`src/lsepg_pkg.sv`:
```
// ----------------------------------------------------------------------------
// LED strip effect package
// Shared payload types, register indexes, effect codes and fixed-point
// constants of the LED strip pixel generator.
// ----------------------------------------------------------------------------
package lsepg_pkg;

  typedef struct packed {
    logic       action;
    logic [6:0] pixel_index;
  } in_item_t;

  typedef struct packed {
    logic [7:0] red_level;
    logic [7:0] green_level;
    logic [7:0] blue_level;
  } out_item_t;

  // Configuration register indexes.
  localparam logic [2:0] REG_EFFECT_MODE = 3'd0;
  localparam logic [2:0] REG_BASE_RED    = 3'd1;
  localparam logic [2:0] REG_BASE_GREEN  = 3'd2;
  localparam logic [2:0] REG_BASE_BLUE   = 3'd3;
  localparam logic [2:0] REG_HUE_SPACING = 3'd4;

  localparam int CFG_INDEX_W = 3;
  localparam int CFG_DATA_W  = 9;

  // Effect codes.
  localparam logic [1:0] MODE_BLINK   = 2'd0;
  localparam logic [1:0] MODE_BREATH  = 2'd1;
  localparam logic [1:0] MODE_CYCLE   = 2'd2;
  localparam logic [1:0] MODE_RAINBOW = 2'd3;

  // Action codes.
  localparam logic ACT_TICK  = 1'b0;
  localparam logic ACT_QUERY = 1'b1;

  // Hue arithmetic, tenths of a degree.
  localparam int HUE_ACC_W = 17;
  localparam int RED_STEPS = 5;
  localparam logic [HUE_ACC_W-1:0] HUE_FULL = 17'd3600;
  localparam logic [11:0] HUE_FULL12  = 12'd3600;
  localparam logic [11:0] HUE_SECTOR  = 12'd600;
  localparam logic [11:0] HUE_PAIR    = 12'd1200;
  localparam logic [7:0]  PEAK_LEVEL  = 8'd204;

  // floor(17*d/50) as (d * 17 * 20972) >> 20, exact for d up to 600.
  localparam logic [18:0] HUE_X_MUL = 19'd356524;
  // floor(n/100) as (n * 41944) >> 22, exact for n up to 25500.
  localparam logic [15:0] PCT_MUL   = 16'd41944;

  localparam logic [6:0] BREATH_MIN = 7'd2;
  localparam logic [6:0] BREATH_LOW = 7'd3;
  localparam logic [6:0] BREATH_MAX = 7'd100;

  // Control from the sequencer to the datapath.
  typedef struct packed {
    logic       load;
    logic       tick;
    logic       reduce;
    logic [2:0] shift;
    logic       sector;
    logic       finish;
  } dp_cmd_t;

  // Status from the datapath to the sequencer.
  typedef struct packed {
    logic query;
  } dp_status_t;

endpackage

```
`src/lsepg_ctrl.sv`:
```
// ----------------------------------------------------------------------------
// LED strip effect sequencer
// Steps a query through load, hue reduction, sector decode and output load,
// a tick through load and output load; owns the valid and stall handshakes.
// ----------------------------------------------------------------------------
module lsepg_ctrl (
  input  logic                 clk,
  input  logic                 rst_n,
  input  logic                 in_valid,
  output logic                 in_stall,
  output logic                 out_valid,
  input  logic                 out_stall,
  input  lsepg_pkg::dp_status_t status,
  output lsepg_pkg::dp_cmd_t   cmd
);
  import lsepg_pkg::*;

  typedef enum logic [3:0] {
    ST_IDLE   = 4'b0001,
    ST_REDUCE = 4'b0010,
    ST_SECTOR = 4'b0100,
    ST_FINISH = 4'b1000
  } state_t;

  state_t     state_r, state_nxt;
  logic [2:0] step_r, step_nxt;
  logic       out_valid_r, out_valid_nxt;
  logic       in_acc;

  assign in_stall  = (state_r != ST_IDLE);
  assign out_valid = out_valid_r;
  assign in_acc    = in_valid && (state_r == ST_IDLE);

  always_comb begin
    state_nxt     = state_r;
    step_nxt      = step_r;
    out_valid_nxt = out_valid_r && out_stall;
    cmd           = '0;
    cmd.shift     = step_r;
    case (state_r)
      ST_IDLE: begin
        if (in_acc) begin
          cmd.load = 1'b1;
          if (status.query == ACT_QUERY) begin
            step_nxt  = 3'(RED_STEPS - 1);
            state_nxt = ST_REDUCE;
          end else begin
            cmd.tick  = 1'b1;
            state_nxt = ST_FINISH;
          end
        end
      end
      ST_REDUCE: begin
        cmd.reduce = 1'b1;
        if (step_r == 3'd0) begin
          state_nxt = ST_SECTOR;
        end else begin
          step_nxt = step_r - 3'd1;
        end
      end
      ST_SECTOR: begin
        cmd.sector = 1'b1;
        state_nxt  = ST_FINISH;
      end
      ST_FINISH: begin
        // The output register is free once its beat has gone or is going now.
        if (!out_valid_r || !out_stall) begin
          cmd.finish    = 1'b1;
          out_valid_nxt = 1'b1;
          state_nxt     = ST_IDLE;
        end
      end
      default: begin
        state_nxt = ST_IDLE;
      end
    endcase
  end

  always_ff @(posedge clk) begin
    if (!rst_n) begin
      state_r     <= ST_IDLE;
      step_r      <= '0;
      out_valid_r <= 1'b0;
    end else begin
      state_r     <= state_nxt;
      step_r      <= step_nxt;
      out_valid_r <= out_valid_nxt;
    end
  end

endmodule

```
`src/lsepg_dp.sv`:
```
// ----------------------------------------------------------------------------
// LED strip effect datapath
// Configuration registers, effect state, hue reduction, hue to RGB mapping,
// breath scaling and the output register.
// ----------------------------------------------------------------------------
module lsepg_dp #(
  parameter int MAX_PIXELS = 128
) (
  input  logic                              clk,
  input  logic                              rst_n,
  input  logic                              cfg_we,
  input  logic [lsepg_pkg::CFG_INDEX_W-1:0] cfg_index,
  input  logic [lsepg_pkg::CFG_DATA_W-1:0]  cfg_data,
  input  lsepg_pkg::in_item_t               in_data,
  output lsepg_pkg::out_item_t              out_data,
  input  lsepg_pkg::dp_cmd_t                cmd,
  output lsepg_pkg::dp_status_t             status
);
  import lsepg_pkg::*;

  localparam logic [10:0] MaxPix = 11'(MAX_PIXELS);

  // Configuration.
  logic [1:0] effect_mode_r;
  logic [7:0] base_red_r, base_green_r, base_blue_r;
  logic [8:0] hue_spacing_r;

  // Effect state.
  logic       blink_on_r, blink_on_nxt;
  logic [6:0] breath_level_r, breath_level_nxt;
  logic       breath_rising_r, breath_rising_nxt;
  logic [11:0] cycle_hue_r, cycle_hue_nxt;
  logic [11:0] flow_offset_r, flow_offset_nxt;

  // Per-beat working registers.
  logic                 query_r, in_range_r;
  logic [HUE_ACC_W-1:0] hue_acc_r, hue_acc_nxt;
  logic [14:0]          bprod_r [3];
  logic [7:0]           bch_r [3];
  logic [2:0]           sector_r;
  logic [9:0]           d_r;
  out_item_t            out_data_r, out_data_nxt;

  logic [15:0]          flow_prod;
  logic [HUE_ACC_W-1:0] red_step;
  logic [11:0]          hue, t_val, pair_base;
  logic [2:0]           sector_c;
  logic [9:0]           d_c;
  logic [30:0]          pct_prod [3];
  logic [28:0]          x_prod;
  logic [7:0]           x_lvl;
  logic [7:0]           base_ch [3];

  assign status.query = in_data.action;
  assign out_data     = out_data_r;

  always_ff @(posedge clk) begin
    if (!rst_n) begin
      effect_mode_r <= MODE_BLINK;
      base_red_r    <= '0;
      base_green_r  <= '0;
      base_blue_r   <= '0;
      hue_spacing_r <= 9'd36;
    end else if (cfg_we) begin
      case (cfg_index)
        REG_EFFECT_MODE: effect_mode_r <= cfg_data[1:0];
        REG_BASE_RED:    base_red_r    <= cfg_data[7:0];
        REG_BASE_GREEN:  base_green_r  <= cfg_data[7:0];
        REG_BASE_BLUE:   base_blue_r   <= cfg_data[7:0];
        REG_HUE_SPACING: hue_spacing_r <= cfg_data;
        default: ;
      endcase
    end
  end

  // Frame tick: only the selected effect moves.
  always_comb begin
    blink_on_nxt      = blink_on_r;
    breath_level_nxt  = breath_level_r;
    breath_rising_nxt = breath_rising_r;
    cycle_hue_nxt     = cycle_hue_r;
    flow_offset_nxt   = flow_offset_r;
    if (cmd.tick) begin
      case (effect_mode_r)
        MODE_BLINK: begin
          blink_on_nxt = !blink_on_r;
        end
        MODE_BREATH: begin
          if (breath_rising_r) begin
            if (breath_level_r + 7'd1 >= BREATH_MAX) begin
              breath_level_nxt  = BREATH_MAX;
              breath_rising_nxt = 1'b0;
            end else begin
              breath_level_nxt = breath_level_r + 7'd1;
            end
          end else if (breath_level_r <= BREATH_LOW) begin
            breath_level_nxt  = BREATH_MIN;
            breath_rising_nxt = 1'b1;
          end else begin
            breath_level_nxt = breath_level_r - 7'd1;
          end
        end
        MODE_CYCLE: begin
          if (cycle_hue_r + 12'd5 >= HUE_FULL12) begin
            cycle_hue_nxt = '0;
          end else begin
            cycle_hue_nxt = cycle_hue_r + 12'd5;
          end
        end
        default: begin
          if (flow_offset_r + 12'd10 >= HUE_FULL12) begin
            flow_offset_nxt = '0;
          end else begin
            flow_offset_nxt = flow_offset_r + 12'd10;
          end
        end
      endcase
    end
  end

  always_ff @(posedge clk) begin
    if (!rst_n) begin
      blink_on_r      <= 1'b0;
      breath_level_r  <= BREATH_MIN;
      breath_rising_r <= 1'b1;
      cycle_hue_r     <= '0;
      flow_offset_r   <= 12'd3590;
    end else begin
      blink_on_r      <= blink_on_nxt;
      breath_level_r  <= breath_level_nxt;
      breath_rising_r <= breath_rising_nxt;
      cycle_hue_r     <= cycle_hue_nxt;
      flow_offset_r   <= flow_offset_nxt;
    end
  end

  // Hue accumulator: loaded at accept, then reduced below 3600 by
  // conditional subtraction of 3600 times 16, 8, 4, 2 and 1.
  always_comb begin
    flow_prod   = 16'(in_data.pixel_index) * 16'(hue_spacing_r);
    red_step    = HUE_FULL << cmd.shift;
    hue_acc_nxt = hue_acc_r;
    if (cmd.load) begin
      if (effect_mode_r == MODE_RAINBOW) begin
        hue_acc_nxt = 17'(flow_offset_r) + 17'(flow_prod);
      end else begin
        hue_acc_nxt = 17'(cycle_hue_r);
      end
    end else if (cmd.reduce && (hue_acc_r >= red_step)) begin
      hue_acc_nxt = hue_acc_r - red_step;
    end
  end

  // Sector decode and triangle distance from the nearest primary.
  always_comb begin
    hue = hue_acc_r[11:0];
    if (hue >= 12'd3000) begin
      sector_c = 3'd5;
    end else if (hue >= 12'd2400) begin
      sector_c = 3'd4;
    end else if (hue >= 12'd1800) begin
      sector_c = 3'd3;
    end else if (hue >= 12'd1200) begin
      sector_c = 3'd2;
    end else if (hue >= HUE_SECTOR) begin
      sector_c = 3'd1;
    end else begin
      sector_c = 3'd0;
    end
    case (sector_c[2:1])
      2'd0:    pair_base = 12'd0;
      2'd1:    pair_base = HUE_PAIR;
      default: pair_base = 12'd2400;
    endcase
    t_val = hue - pair_base;
    if (t_val < HUE_SECTOR) begin
      d_c = t_val[9:0];
    end else begin
      d_c = 10'(HUE_PAIR - t_val);
    end
  end

  always_comb begin
    base_ch[0] = base_red_r;
    base_ch[1] = base_green_r;
    base_ch[2] = base_blue_r;
    for (int i = 0; i < 3; i++) begin
      pct_prod[i] = 31'(bprod_r[i]) * 31'(PCT_MUL);
    end
  end

  always_ff @(posedge clk) begin
    if (cmd.load) begin
      query_r    <= in_data.action;
      in_range_r <= 11'(in_data.pixel_index) < MaxPix;
      for (int i = 0; i < 3; i++) begin
        bprod_r[i] <= 15'(base_ch[i]) * 15'(breath_level_r);
      end
    end
    hue_acc_r <= hue_acc_nxt;
    if (cmd.sector) begin
      sector_r <= sector_c;
      d_r      <= d_c;
      for (int i = 0; i < 3; i++) begin
        bch_r[i] <= pct_prod[i][29:22];
      end
    end
  end

  // Colour of the pixel, registered into the output stage.
  always_comb begin
    x_prod       = 29'(d_r) * 29'(HUE_X_MUL);
    x_lvl        = x_prod[27:20];
    out_data_nxt = '0;
    if ((query_r == ACT_QUERY) && in_range_r) begin
      case (effect_mode_r)
        MODE_BLINK: begin
          if (blink_on_r) begin
            out_data_nxt = '{base_red_r, base_green_r, base_blue_r};
          end
        end
        MODE_BREATH: begin
          out_data_nxt = '{bch_r[0], bch_r[1], bch_r[2]};
        end
        default: begin
          case (sector_r)
            3'd0:    out_data_nxt = '{PEAK_LEVEL, x_lvl, 8'd0};
            3'd1:    out_data_nxt = '{x_lvl, PEAK_LEVEL, 8'd0};
            3'd2:    out_data_nxt = '{8'd0, PEAK_LEVEL, x_lvl};
            3'd3:    out_data_nxt = '{8'd0, x_lvl, PEAK_LEVEL};
            3'd4:    out_data_nxt = '{x_lvl, 8'd0, PEAK_LEVEL};
            default: out_data_nxt = '{PEAK_LEVEL, 8'd0, x_lvl};
          endcase
        end
      endcase
    end
  end

  always_ff @(posedge clk) begin
    if (cmd.finish) begin
      out_data_r <= out_data_nxt;
    end
  end

endmodule

```
`src/led_strip_effect_pixel_generator.sv`:
```
// ----------------------------------------------------------------------------
// LED strip effect pixel generator
// Blink, breath, colour-cycle and rainbow-flow effects for an LED strip.
// ----------------------------------------------------------------------------
// Each input beat is either a frame tick (action 0), which advances the
// selected effect by one frame and returns a black beat, or a pixel query
// (action 1), which returns the RGB drive of pixel pixel_index. Both channels
// use valid and stall; a beat moves when valid is high and stall is low.
// Configuration is to be written by the user through cfg_we, cfg_index and
// cfg_data while the block is idle; the block itself does not enforce this.
// Effect state is never cleared by a mode change. A query loads the hue,
// reduces it modulo 3600 in five steps of shared conditional subtraction,
// decodes the colour sector and forms the channels; a tick goes from load
// straight to the output. A new beat is accepted in the cycle after the
// previous one reaches the output register, so no beat is taken while
// another is in work. The output register parts the channels: the next
// beat is taken while a result waits, and a stalled result holds until it
// is taken, with the next one waiting inside the block. Reset (rst_n low,
// synchronous) empties both channels and restores the configuration
// registers and effect state to their defaults.
module led_strip_effect_pixel_generator #(
  parameter int MAX_PIXELS = 128
) (
  input  logic                              clk,
  input  logic                              rst_n,
  input  logic                              cfg_we,
  input  logic [lsepg_pkg::CFG_INDEX_W-1:0] cfg_index,
  input  logic [lsepg_pkg::CFG_DATA_W-1:0]  cfg_data,
  input  logic                              in_valid,
  output logic                              in_stall,
  input  lsepg_pkg::in_item_t               in_data,
  output logic                              out_valid,
  input  logic                              out_stall,
  output lsepg_pkg::out_item_t              out_data
);
  import lsepg_pkg::*;

  dp_cmd_t    cmd;
  dp_status_t status;

  lsepg_ctrl u_ctrl (
    .clk       (clk),
    .rst_n     (rst_n),
    .in_valid  (in_valid),
    .in_stall  (in_stall),
    .out_valid (out_valid),
    .out_stall (out_stall),
    .status    (status),
    .cmd       (cmd)
  );

  lsepg_dp #(
    .MAX_PIXELS (MAX_PIXELS)
  ) u_dp (
    .clk       (clk),
    .rst_n     (rst_n),
    .cfg_we    (cfg_we),
    .cfg_index (cfg_index),
    .cfg_data  (cfg_data),
    .in_data   (in_data),
    .out_data  (out_data),
    .cmd       (cmd),
    .status    (status)
  );

endmodule
```
`config.mk`:
```
export PLATFORM = sky130hd
export DESIGN_NAME = led_strip_effect_pixel_generator
export DESIGN_NICKNAME = d
export VERILOG_FILES = /design/src/lsepg_pkg.sv /design/src/lsepg_ctrl.sv /design/src/lsepg_dp.sv /design/src/led_strip_effect_pixel_generator.sv
export SDC_FILE = /design/constraint.sdc
export NUM_CORES = 2
export LEC_CHECK = 0
export BUFFER_PORTS_ARGS = -buffer_cell sky130_fd_sc_hd__buf_2
export CORE_MARGIN = 10
export CORE_UTILIZATION = 65
export DETAILED_ROUTE_END_ITERATION = 7
export GPL_TIMING_DRIVEN = 0
export HOLD_SLACK_MARGIN = 0.02
export PLACE_DENSITY = 0.81
export SYNTH_ARGS = -nofsm -noshare
export SYNTH_HDL_FRONTEND = slang
export SYNTH_SLANG_ARGS = --single-unit
```
`constraint.sdc`:
```
create_clock -name clk -period 6 [get_ports clk]
set_clock_uncertainty 0.15 [all_clocks]
set_input_delay 0.3 -clock clk [delete_from_list [all_inputs] [get_ports clk]]
set_output_delay 0.3 -clock clk [all_outputs]
set_load 0.01 [all_outputs]
```
==> flow_summary.json <==
{
  "relSlewSlack": 0.234,
  "pin_count": 51,
  "htreeDepth": 4,
  "fin_crit_ns": 5.79,
  "grt_pass1_vias": 23525,
  "hpwl_microns": 56700,
  "overflow": 0,
  "rsz0062_at_grt": "false",
  "clock-sinks": 199,
  "hold_start": "in_valid",
  "setup_viol": 0,
  "ff2ff_setup_slack_ns": 0.21,
  "ys.warnings.count": 0,
  "ys_types": 87,
  "worstSetupStartpointType": "register",
  "fin_hold_ws_ns": 0.0704,
  "routed_wirelength_microns": 68700,
  "reg2reg_to": "u_dp.bprod_r[0][13]",
  "synthCells": 3120,
  "layout-drive-gt1-share": 0.0402,
  "crit_slowest_cell": "clkbuf_1",
  "max_cap_viol_count": 0,
  "placed_area_sq_um": 31100,
  "powerDensity_nw_per_um2": 348,
  "drt-initial-drc-count": 1841,
  "path_cells": "clkbuf_1, clkbuf_1, nand2_1, fa_1, fa_1, inv_1, fa_1, fa_1, ha_1, or2_2, o22ai_1, o21ai_0, o41ai_1, xnor2_1",
  "p_leak_nw": 15.8,
  "drv_slew": 0,
  "peakVddDrop_mv": 0.498,
  "clkSlewWorstSetupHoldPaths_ns": 0.09,
  "worst-path-buf-inv": 3,
  "hold-path-endpoint": "u_ctrl.state_r[3]",
  "grt_max_degree": 38,
  "register_area_sq_um": 5230,
  "syn_nets": 4064,
  "nets": 4142,
  "reg2regPathDepth": 14,
  "insertion_delay_ns": 0.48,
  "critical-path-top-delay-family": "adder cells",
  "diodes": 0,
  "core-area_sq_um": 45600,
  "grt_pass1_wl_microns": 116000,
  "gp_congestion": 0.932,
  "antenna_found_initial": 0,
  "synth_ff_type": "edfxtp_1",
  "start_util": 0.659,
  "drtPass1Iterations": 6,
  "critPathMaxFanout": 10,
  "period_share": 0.966,
  "cpMostUsedCell": "fa_1",
  "die_h_microns": 235,
  "nFillCells": 3368,
  "avgRoutedWirePerCell_microns": 18.0,
  "avgViaCountPerCell": 5.88,
  "ant_nets": 0,
  "area_growth_pct": 5.85,
  "ys_seq_elements": 199,
  "port_buffers": 45,
  "die_w_microns": 235,
  "tightest_slew_ns": 1.13,
  "cpPeakStageDelay_ns": 0.56,
  "r2r-start": "u_dp.breath_level_r[1]",
  "vias": 22414,
  "hp-class": "primary input to register",
  "status": "complete, no violations",
  "syn_area_per_cell_sq_um": 9.63,
  "async_flop_share": 0,
  "grt_usage": 0.253,
  "ys_seq_area_frac": 0.174,
  "fin_tns_setup_ns": 0,
  "arrival_ns": 5.84,
  "fin_area_sq_um": 31800,
  "min_path_cells": 3,
  "clock-root-buffer": "clkbuf_16",
  "hold_viol": 0,
  "die_area_sq_um": 55200,
  "route.detailed.drc": 0,
  "endpoint_kind": "register",
  "rows": 78,
  "cts_buffer_depth": 2,
  "synth_area_sq_um": 30100,
  "fmaxAchievable_ghz": 0.173,
  "multiInputGateArea_sq_um": 22200,
  "cts_buffers": 17,
  "required_ns": 6.05,
  "synth_edf_count": 124,
  "cts_tree": "done",
  "worstSetupPathType": "register to register"
}
## what timing repair did
item | CTS | global route
hold buffers | 11 | 0
resized for setup | 0 | 3
endpoints found under the setup margin | 0 | 7
setup buffers | 0 | 0
hold endpoints to repair | 27 | 0
## power breakdown
part	switching, mW	internal [mW]	total [mW]	leakage [nW]
clock	0.611	0.587	1.20	0.297
sequential	0.145	1.73	1.88	1.81
combinational	4.51	3.47	7.99	13.7
total	5.27	5.79	11.1	15.8
## sequential cells by signal, indices dropped and copies added (netlist names), 2 cells and up
signal               cells
u_dp.bprod_r            45
u_dp.bch_r              24
u_dp.out_data           24
u_dp.hue_acc_r          17
u_dp.cycle_hue_r        12
u_dp.flow_offset_r      11
u_dp.d_r                10
u_dp.hue_spacing_r       9
u_dp.base_blue_r         8
u_dp.base_green_r        8
u_dp.base_red_r          8
u_dp.breath_level_r      7
u_ctrl.state_r           4
u_ctrl.step_r            3
u_dp.sector_r            3
u_dp.effect_mode_r       2
## Yosys cell counts (all sizes together) (13+ instances only)
master | n | share of area
inv | 621 | 0.078
ha | 543 | 0.23
fa | 376 | 0.25
nand2 | 261 | 0.033
and2 | 125 | 0.026
edfxtp | 124 | 0.12
a21oi | 98 | 0.016
nor2 | 96 | 0.012
xnor2 | 80 | 0.023
o21ai | 79 | 0.013
dfxtp | 75 | 0.050
clkbuf | 67 | 0.0084
a21boi | 44 | 0.011
a21o | 43 | 0.011
nand3 | 43 | 0.0072
nor2b | 39 | 0.0081
nor3 | 39 | 0.0065
xor2 | 29 | 0.0085
o21a | 27 | 0.0067
a31oi | 24 | 0.0050
a221oi | 19 | 0.0062
or3 | 19 | 0.0041
buf | 17 | 0.0022
a211oi | 16 | 0.0043
mux2i | 16 | 0.0053
and3 | 15 | 0.0031
a22oi | 14 | 0.0035
nand2b | 13 | 0.0027
## how the worst max path moves through the flow
stage | start | to | cells past startpoint
floorplan | u_dp.bprod_r[0][8] | u_dp.bch_r[0][4] | 18
detailed placement | u_dp.bprod_r[0][21] | u_dp.bch_r[0][14] | 17
global placement | u_dp.bprod_r[0][21] | u_dp.bch_r[0][14] | 17
CTS | u_dp.bprod_r[0][21] | u_dp.bch_r[0][14] | 17
finish | u_dp.breath_level_r[1] | u_dp.bprod_r[0][13] | 14
global route | u_dp.bprod_r[0][21] | u_dp.bch_r[0][14] | 17
## area by class of cell
| class | instances | area share |
|---|---|---|
| Clock buffer | 18 | 0.0142 |
| Timing Repair Buffer | 59 | 0.0120 |
| Inverter | 623 | 0.0735 |
| Multi-Input combinational cell | 2214 | 0.697 |
| Tap cell | 600 | 0.0236 |
| Clock inverter | 14 | 0.00531 |
| Sequential cell | 199 | 0.164 |
| Buffer | 84 | 0.0100 |
## layout by cell type, fill, tap and decap left out, drive strengths merged, types with 9 or more instances in the layout
cell and instances:
inv 627, ha 543, fa 376, nand2 261, and2 125, edfxtp 124
a21oi 98, nor2 96, clkbuf 85, xnor2 80, o21ai 79, dfxtp 75
buf 65, a21boi 44, nand3 43, a21o 43, nor3 39, nor2b 39
xor2 29, o21a 27, a31oi 24, or3 19, a221oi 19, mux2i 16
a211oi 16, and3 15, a22oi 14, nand2b 13, o211ai 11, dlygate4sd3 11
or2 11, nand4 10, o22ai 9, nand3b 9, clkinv 9
## per-layer routing
layer,routed length [microns],global-route usage,up-vias
li1,-,-,10428
met1,28700,0.323,11070
met2,33800,0.436,773
met3,4100,0.0298,143
met4,2050,0.0873,0
met5,0,0,-
## logic make-up after synthesis
group,count (synthesis),share of synthesized area
buf+inv,707,0.0884
xor+xnor,109,0.0318
other cells,1,0.000125
flops,199,0.174
fa+ha+maj,919,0.477
compound gates,450,0.103
simple gates,716,0.120
mux,19,0.00658
## stage by stage
| step | util | power [mW] | worst slack [ns] | cells |
|---|---|---|---|---|
| 2_1_floorplan | - | 7.78 | 0.850 | 3120 |
| 3_3_place_gp | 0.681 | 9.29 | 0.293 | 3765 |
| 3_5_place_dp | 0.682 | 9.77 | 0.243 | 3768 |
| 4_1_cts | 0.698 | 11.1 | 0.182 | 3811 |
| 5_1_grt | 0.698 | 12.4 | 0.00409 | 3811 |
| 6_report | 0.698 | 11.1 | 0.206 | 3811 |
## worst min-delay path: cells and delay by family
kind	cells	cell delay [ns]
AOI/OAI and AO/OA	2	0.24
buffers and inverters	1	0.11
Note: power is estimated with default switching activity, not from simulation.
